**src/rtl/core/spsub_pkg.sv**
```systemverilog
`default_nettype none

package spsub_pkg;

  // Field widths of one term
  localparam int unsigned CoefW = 32;
  localparam int unsigned ExpW  = 10;

  // Most results that one run may emit
  localparam int unsigned MaxResults = 32;
  localparam int unsigned NumW       = $clog2(MaxResults + 1);

  // Saturation bounds of a Q16.16 coefficient
  localparam logic signed [CoefW-1:0] CoefMax = {1'b0, {(CoefW-1){1'b1}}};
  localparam logic signed [CoefW-1:0] CoefMin = {1'b1, {(CoefW-1){1'b0}}};

  // One stored term
  typedef struct packed {
    logic signed [CoefW-1:0] coef;
    logic [ExpW-1:0]         exponent;
  } term_t;

  // Subtract two coefficients and clamp to the coefficient range
  function automatic logic signed [CoefW-1:0] sat_sub(
    input logic signed [CoefW-1:0] lhs,
    input logic signed [CoefW-1:0] rhs
  );
    logic signed [CoefW:0] wide;
    wide = {lhs[CoefW-1], lhs} - {rhs[CoefW-1], rhs};
    if (wide[CoefW] != wide[CoefW-1]) begin
      sat_sub = wide[CoefW] ? CoefMin : CoefMax;
    end else begin
      sat_sub = wide[CoefW-1:0];
    end
  endfunction

endpackage

`default_nettype wire

```
**src/rtl/core/sparse_polynomial_subtract.sv**
```systemverilog
// Load and clear items are taken while idle and emit nothing.
// A run item consumes one head term, or one pair of equal exponents, per cycle
// while the output is free; the input stays stalled for those steps and for
// the closing step that emits the last result of the run.
// Results follow at up to one per cycle while the output is not stalled.
// Reset empties both stores and clears the overflow flag; no clearing pass.
`default_nettype none

module sparse_polynomial_subtract #(
  parameter int unsigned MAX_TERMS = 16
) (
  input  wire logic                               clk_i,
  input  wire logic                               rst_ni,
  input  wire logic                               in_valid_i,
  output      logic                               in_stall_o,
  input  wire logic [1:0]                         opcode_i,
  input  wire logic signed [spsub_pkg::CoefW-1:0] term_coef_i,
  input  wire logic [spsub_pkg::ExpW-1:0]         term_exponent_i,
  output      logic                               out_valid_o,
  input  wire logic                               out_stall_i,
  output      logic signed [spsub_pkg::CoefW-1:0] diff_coef_o,
  output      logic [spsub_pkg::ExpW-1:0]         diff_exponent_o,
  output      logic                               last_term_o,
  output      logic                               empty_result_o,
  output      logic                               overflow_seen_o
);
  import spsub_pkg::*;

  localparam int unsigned IdxW  = (MAX_TERMS > 1) ? $clog2(MAX_TERMS) : 1;
  localparam int unsigned Depth = 1 << IdxW;
  localparam int unsigned CntW  = $clog2(MAX_TERMS + 1);

  typedef enum logic [1:0] {
    OP_LOAD_A = 2'd0,
    OP_LOAD_B = 2'd1,
    OP_RUN    = 2'd2,
    OP_CLEAR  = 2'd3
  } opcode_e;

  typedef enum logic {
    ST_IDLE,
    ST_MERGE
  } state_e;

  state_e                  state_q, state_d;
  logic [CntW-1:0]         a_cnt_q, a_cnt_d, b_cnt_q, b_cnt_d;
  logic [CntW-1:0]         ia_q, ia_d, ib_q, ib_d;
  logic [NumW-1:0]         num_q, num_d;
  logic                    ovf_q, ovf_d;
  logic signed [CoefW-1:0] hold_coef_q, hold_coef_d;
  logic [ExpW-1:0]         hold_exp_q, hold_exp_d;
  logic                    out_vld_q, out_vld_d;
  logic signed [CoefW-1:0] out_coef_q, out_coef_d;
  logic [ExpW-1:0]         out_exp_q, out_exp_d;
  logic                    out_last_q, out_last_d;
  logic                    out_empty_q, out_empty_d;
  logic                    out_ovf_q, out_ovf_d;

  logic                    a_we, b_we;
  term_t                   wr_term, a_rd, b_rd;
  logic                    out_free, a_ok, b_ok, more, take_a, take_b, produce;
  logic signed [CoefW-1:0] new_coef;
  logic [ExpW-1:0]         new_exp;

  assign wr_term = {term_coef_i, term_exponent_i};

  // Term stores, read at the next merge heads
  spsub_store #(.Depth(Depth), .IdxW(IdxW)) u_store_a (
    .clk_i     (clk_i),
    .wr_en_i   (a_we),
    .wr_addr_i (a_cnt_q[IdxW-1:0]),
    .wr_data_i (wr_term),
    .rd_addr_i (ia_d[IdxW-1:0]),
    .rd_data_o (a_rd)
  );

  spsub_store #(.Depth(Depth), .IdxW(IdxW)) u_store_b (
    .clk_i     (clk_i),
    .wr_en_i   (b_we),
    .wr_addr_i (b_cnt_q[IdxW-1:0]),
    .wr_data_i (wr_term),
    .rd_addr_i (ib_d[IdxW-1:0]),
    .rd_data_o (b_rd)
  );

  // Pick the head term of the merge and its coefficient
  always_comb begin
    a_ok = ia_q < a_cnt_q;
    b_ok = ib_q < b_cnt_q;
    more = (a_ok || b_ok) && (num_q < NumW'(MaxResults));
    if (a_ok && b_ok) begin
      take_a = a_rd.exponent >= b_rd.exponent;
      take_b = b_rd.exponent >= a_rd.exponent;
    end else begin
      take_a = a_ok;
      take_b = !a_ok;
    end
    if (take_a && take_b) begin
      new_coef = sat_sub(a_rd.coef, b_rd.coef);
      new_exp  = a_rd.exponent;
      produce  = new_coef != '0;
    end else if (take_a) begin
      new_coef = a_rd.coef;
      new_exp  = a_rd.exponent;
      produce  = 1'b1;
    end else begin
      new_coef = sat_sub('0, b_rd.coef);
      new_exp  = b_rd.exponent;
      produce  = 1'b1;
    end
  end

  assign out_free   = !out_vld_q || !out_stall_i;
  assign in_stall_o = state_q != ST_IDLE;

  // Next state: loads, clear and run start in idle, one merge step per cycle in a run while the output is free
  always_comb begin
    state_d     = state_q;
    a_cnt_d     = a_cnt_q;
    b_cnt_d     = b_cnt_q;
    ia_d        = ia_q;
    ib_d        = ib_q;
    num_d       = num_q;
    ovf_d       = ovf_q;
    hold_coef_d = hold_coef_q;
    hold_exp_d  = hold_exp_q;
    out_vld_d   = out_vld_q;
    out_coef_d  = out_coef_q;
    out_exp_d   = out_exp_q;
    out_last_d  = out_last_q;
    out_empty_d = out_empty_q;
    out_ovf_d   = out_ovf_q;
    a_we        = 1'b0;
    b_we        = 1'b0;

    if (out_vld_q && !out_stall_i) begin
      out_vld_d = 1'b0;
    end

    case (state_q)
      ST_IDLE: begin
        ia_d  = '0;
        ib_d  = '0;
        num_d = '0;
        if (in_valid_i) begin
          case (opcode_e'(opcode_i))
            OP_LOAD_A: begin
              if (a_cnt_q >= CntW'(MAX_TERMS)) begin
                ovf_d = 1'b1;
              end else begin
                a_we    = 1'b1;
                a_cnt_d = a_cnt_q + CntW'(1);
              end
            end
            OP_LOAD_B: begin
              if (b_cnt_q >= CntW'(MAX_TERMS)) begin
                ovf_d = 1'b1;
              end else begin
                b_we    = 1'b1;
                b_cnt_d = b_cnt_q + CntW'(1);
              end
            end
            OP_RUN: begin
              state_d = ST_MERGE;
            end
            OP_CLEAR: begin
              a_cnt_d = '0;
              b_cnt_d = '0;
            end
            default: begin
              state_d = ST_IDLE;
            end
          endcase
        end
      end
      ST_MERGE: begin
        if (out_free) begin
          if (more) begin
            // Advance the heads; push the held term out when a new one arrives
            ia_d = ia_q + CntW'(take_a);
            ib_d = ib_q + CntW'(take_b);
            if (produce) begin
              if (num_q != '0) begin
                out_vld_d   = 1'b1;
                out_coef_d  = hold_coef_q;
                out_exp_d   = hold_exp_q;
                out_last_d  = 1'b0;
                out_empty_d = 1'b0;
                out_ovf_d   = ovf_q;
              end
              hold_coef_d = new_coef;
              hold_exp_d  = new_exp;
              num_d       = num_q + NumW'(1);
            end
          end else begin
            // Close the run with the held term, or an empty marker
            out_vld_d   = 1'b1;
            out_last_d  = 1'b1;
            out_ovf_d   = ovf_q;
            if (num_q != '0) begin
              out_coef_d  = hold_coef_q;
              out_exp_d   = hold_exp_q;
              out_empty_d = 1'b0;
            end else begin
              out_coef_d  = '0;
              out_exp_d   = '0;
              out_empty_d = 1'b1;
            end
            state_d = ST_IDLE;
          end
        end
      end
      default: begin
        state_d = ST_IDLE;
      end
    endcase
  end

  // Hold state, counters and the output register
  always_ff @(posedge clk_i or negedge rst_ni) begin
    if (!rst_ni) begin
      state_q     <= ST_IDLE;
      a_cnt_q     <= '0;
      b_cnt_q     <= '0;
      ia_q        <= '0;
      ib_q        <= '0;
      num_q       <= '0;
      ovf_q       <= 1'b0;
      hold_coef_q <= '0;
      hold_exp_q  <= '0;
      out_vld_q   <= 1'b0;
      out_coef_q  <= '0;
      out_exp_q   <= '0;
      out_last_q  <= 1'b0;
      out_empty_q <= 1'b0;
      out_ovf_q   <= 1'b0;
    end else begin
      state_q     <= state_d;
      a_cnt_q     <= a_cnt_d;
      b_cnt_q     <= b_cnt_d;
      ia_q        <= ia_d;
      ib_q        <= ib_d;
      num_q       <= num_d;
      ovf_q       <= ovf_d;
      hold_coef_q <= hold_coef_d;
      hold_exp_q  <= hold_exp_d;
      out_vld_q   <= out_vld_d;
      out_coef_q  <= out_coef_d;
      out_exp_q   <= out_exp_d;
      out_last_q  <= out_last_d;
      out_empty_q <= out_empty_d;
      out_ovf_q   <= out_ovf_d;
    end
  end

  assign out_valid_o     = out_vld_q;
  assign diff_coef_o     = out_coef_q;
  assign diff_exponent_o = out_exp_q;
  assign last_term_o     = out_last_q;
  assign empty_result_o  = out_empty_q;
  assign overflow_seen_o = out_ovf_q;

`ifndef SYNTH
  a_cnt_bound: assert property (@(posedge clk_i) disable iff (!rst_ni)
    (a_cnt_q <= CntW'(MAX_TERMS)) && (b_cnt_q <= CntW'(MAX_TERMS)))
    else $error("store count beyond capacity");

  head_bound: assert property (@(posedge clk_i) disable iff (!rst_ni)
    (ia_q <= a_cnt_q) && (ib_q <= b_cnt_q))
    else $error("merge head passed the store count");

  ovf_sticky: assert property (@(posedge clk_i) disable iff (!rst_ni)
    !$fell(ovf_q))
    else $error("overflow flag cleared");

  counts_frozen: assert property (@(posedge clk_i) disable iff (!rst_ni)
    (state_q == ST_MERGE) |=> ($stable(a_cnt_q) && $stable(b_cnt_q)))
    else $error("store count changed during a run");

  empty_is_last: assert property (@(posedge clk_i) disable iff (!rst_ni)
    (out_vld_q && out_empty_q) |-> (out_last_q && (out_coef_q == '0)))
    else $error("empty marker not a zero last item");
`endif

endmodule

`default_nettype wire

```
**src/rtl/core/spsub_store.sv**
```systemverilog
`default_nettype none

module spsub_store #(
  parameter int unsigned Depth = 16,
  parameter int unsigned IdxW  = 4
) (
  input  wire logic                clk_i,
  input  wire logic                wr_en_i,
  input  wire logic [IdxW-1:0]     wr_addr_i,
  input  wire spsub_pkg::term_t    wr_data_i,
  input  wire logic [IdxW-1:0]     rd_addr_i,
  output spsub_pkg::term_t         rd_data_o
);
  import spsub_pkg::*;

  term_t mem [Depth];
  term_t rd_data_q;

  // Write one term
  always_ff @(posedge clk_i) begin
    if (wr_en_i) begin
      mem[wr_addr_i] <= wr_data_i;
    end
  end

  // Registered read
  always_ff @(posedge clk_i) begin
    rd_data_q <= mem[rd_addr_i];
  end

  assign rd_data_o = rd_data_q;

endmodule

`default_nettype wire

```
**config.mk**
```make
export PLATFORM = sky130hd
export DESIGN_NAME = sparse_polynomial_subtract
export DESIGN_NICKNAME = d
export VERILOG_FILES = /design/src/rtl/core/spsub_pkg.sv /design/src/rtl/core/sparse_polynomial_subtract.sv /design/src/rtl/core/spsub_store.sv
export SDC_FILE = /design/constraint.sdc
export NUM_CORES = 2
export LEC_CHECK = 0
export BUFFER_PORTS_ARGS = -buffer_cell sky130_fd_sc_hd__buf_2
export CORE_ASPECT_RATIO = 0.5
export CORE_MARGIN = 5
export CORE_UTILIZATION = 50
export CTS_CLUSTER_SIZE = 12
export DETAILED_ROUTE_END_ITERATION = 12
export PLACE_DENSITY = 0.66
export RECOVER_POWER = 100
export SETUP_SLACK_MARGIN = 0.02
export SYNTH_ARGS = -nofsm -noshare
export SYNTH_HDL_FRONTEND = slang
export SYNTH_SLANG_ARGS = --single-unit
```
**constraint.sdc**
```tcl
create_clock -name clk_i -period 5.63 [get_ports clk_i]
set_input_delay 0.2815 -clock clk_i [delete_from_list [all_inputs] [get_ports clk_i]]
set_output_delay 0.2815 -clock clk_i [all_outputs]
set_load 0.01 [all_outputs]
```
==> metrics.txt <==
postcts setup bufs=0; Max Buffers Root-to-Sink=3; Clk pin slew, worst setup/hold paths=0.06 ns; latest clock arrival within the worst-skew pair=0.77 ns; PwrDens=682.7 mW/mm²; core area=0.1232 mm²; Worst Path Required=6.30 ns; final worst path period share=0.9707; post-DR wirelength/cell=29.04 µm; Residual DRC=0; CTS tree=done; CP Launch Type=flop; first-pass GRT wire length=261.0 mm; vias=39,150; clk root buf=clkbuf_16; Buf/Inv on CP=3; H-tree Lvls=4; Final Max Tran Viols=1,294; worst path cell trace=clkbuf_1, clkinv_1, or4_2, clkbuf_1, a21oi_1, nor4_1, nand2_1; Hold WC Path Type=in2reg; final wirelength=180.7 mm; post-cts sizing count=0; vias in the first global route=37,260; count of flip-flops with a built-in enable after synthesis=1,344; DRT Pass-1 Iters=7; post-route setup TNS=0 ns; failing checks=capacitance limit, slew limit; placer congestion estimate=0.9356; Clock Skew=0.02350 ns; main flop type after synthesis=edfxtp_1; DP Wirelength=108.6 mm; Detail Route Antenna Nets=0; relative slew slack=-0.9531; maximum vdd ir drop=1.079 mV; Top-Level Pins=95; Async SR Flop Fraction=0.07513; Core Util, Final=0.5658; status=finished with violations; max frequency=0.1830 GHz; RSZ-0062 raised after global routing=false; CP max stage delay=1.55 ns; syn_nets=4,369; area of the mapped netlist=0.06205 mm²; initial antenna violation count=10; Initial DRC Count=5,371; Die ar.=0.1317 mm²; Die Ht=259.1 µm; Nets=4,539; sequential-to-total area share from yosys stat=0.7243; GRT overflow=0; chip width=508.2 µm; port bufs=94; LEAKAGE=0.02374 µW; Starting Density=0.5037; CP dominant cell by count=clkbuf_1; Via-to-Cell Ratio=6.291; CP Max Fanout=42; CTS buffer count=148; CP top delay family=buffers and inverters; commonest non-fill, non-tap cell in the layout=edfxtp_1; Syn. warnings=0; endpoints failing hold=0; Sinks on Clock Net=1,544; slowest cell on the critical path=clkbuf_1; largest net degree at the start of global routing=151; minimum clock period=5.465 ns; cts hold-fix bufs=14; Setup Viol. Count Final=0; share of layout cells above drive strength 1=0.1100; Total Routing Usage GR=0.2725; Rows=91; max cap viols=36; Synth Register Bits=1,544; CP endpoint kind=flop; Syn-to-layout area delta=12.34%; Data arrival, critical path=6.13 ns; Cells after Synth=4,251; synth unique cells=77; Mapped Avg Cell Area=14.60 µm²; WS Path Type=reg2reg; most frequent cells in the layout=edfxtp_1 (1,344), nand2_1 (549), a21oi_1 (449); Tightest Pin Transition=2.930 ns
-- synthesized netlist by cell type, drive strengths merged (38+ instances only) --
cell	n	area share
nor3	38	0.0031
o32ai	44	0.0062
mux2i	280	0.045
o211ai	50	0.0060
edfxtp	1344	0.65
o21ai	49	0.0040
nor4	51	0.0052
inv	118	0.0071
dfxtp	84	0.027
a221oi	81	0.012
buf	48	0.0038
clkbuf	190	0.011
ha	69	0.014
nor2	102	0.0062
nand2	550	0.033
mux2	109	0.020
o22ai	153	0.015
xnor2	42	0.0059
dfrtp	116	0.047
a21oi	452	0.037
-- worst register-to-register path: cells and delay by family, from the launching register on --
| family | cells | cell delay [ns] |
|---|---|---|
| compound gates | 1 | 0.32 |
| buf+inv | 3 | 3.30 |
| flops | 1 | 0.32 |
| simple gates | 3 | 1.43 |
-- registers in the layout, summed over array words and instances (netlist names) --
name and flops:
out_valid_o 1, overflow_seen_o 1, diff_exponent_o 10, u_store_b.rd_data_o 42
hold_exp_q 10, u_store_b.mem 672, a_cnt_q 5, diff_coef_o 32
b_cnt_q 5, num_q 6, u_store_a.mem 672, ib_q 5
in_stall_o 1, ovf_q 1, hold_coef_q 32, last_term_o 1
empty_result_o 1, u_store_a.rd_data_o 42, ia_q 5
-- worst paths after layout --
kind | startpoint | to | slack [ns] | depth (start not counted)
max | in_stall_o | u_store_b.rd_data_o[19] | 0.16 | 7
max in group asynchronous | rst_ni | diff_exponent_o[2] | 2.90 | 2
min | opcode_i[0] | ovf_q | 0.19 | 4
max reg2reg | in_stall_o | u_store_b.rd_data_o[19] | 0.16 | 7
min in group asynchronous | rst_ni | diff_coef_o[30] | 1.03 | 2
min reg2reg | u_store_a.mem[11][28] | u_store_a.rd_data_o[28] | 0.49 | 2
-- power breakdown --
group	leakage (µW)	total [µW]	internal (µW)	switching [µW]
logic	0.00739	23600	8690	14900
clock network	0.00215	9490	5220	4270
registers	0.0142	14500	13400	1100
-- metrics by stage --
step,cells,instance area (µm²),setup WS [ns],hold slack [ns],total power [µW]
floorplan,4251,62050,0.6664,-0.01409,29340
global placement,5931,65510,0.6290,0.4659,37710
detailed placement,5931,65510,0.5324,0.4722,37940
CTS,6220,70170,0.4849,0.00002076,47460
global route,6220,69700,0.02069,0.1834,49920
finish,6223,69710,0.1647,0.1931,47590
-- layout make-up --
cell class	count	area, µm²
Tap cell	1674	2095
Multi-Input combinational cell	2350	15930
Sequential cell	1544	44940
Fill cell	9702	53490
Timing Repair Buffer	258	1754
Antenna cell	3	7.507
Inverter	119	461.7
Clock inverter	14	256.5
Clock buffer	261	4264
-- per-layer routing --
metal / vias to the layer above / GRT usage / routed length (µm)
met5: - / 0 / 27
met4: 4 / 0.08450 / 5554
met3: 314 / 0.07385 / 22300
met2: 2273 / 0.3881 / 76450
met1: 19910 / 0.4095 / 76360
li1: 16650 / - / -
-- kinds of logic (layout without fill, tap and decap cells) --
group | after synthesis | in the layout | synth area share
compound gates | 926 | 926 | 0.09269
xor+xnor | 55 | 55 | 0.007763
fa+ha+maj | 70 | 70 | 0.01424
buf+inv | 357 | 652 | 0.02248
flops | 1544 | 1544 | 0.7243
mux | 421 | 421 | 0.07656
other cells | 0 | 3 | 0
simple gates | 878 | 878 | 0.06198
(Power assumes the default switching activity.)
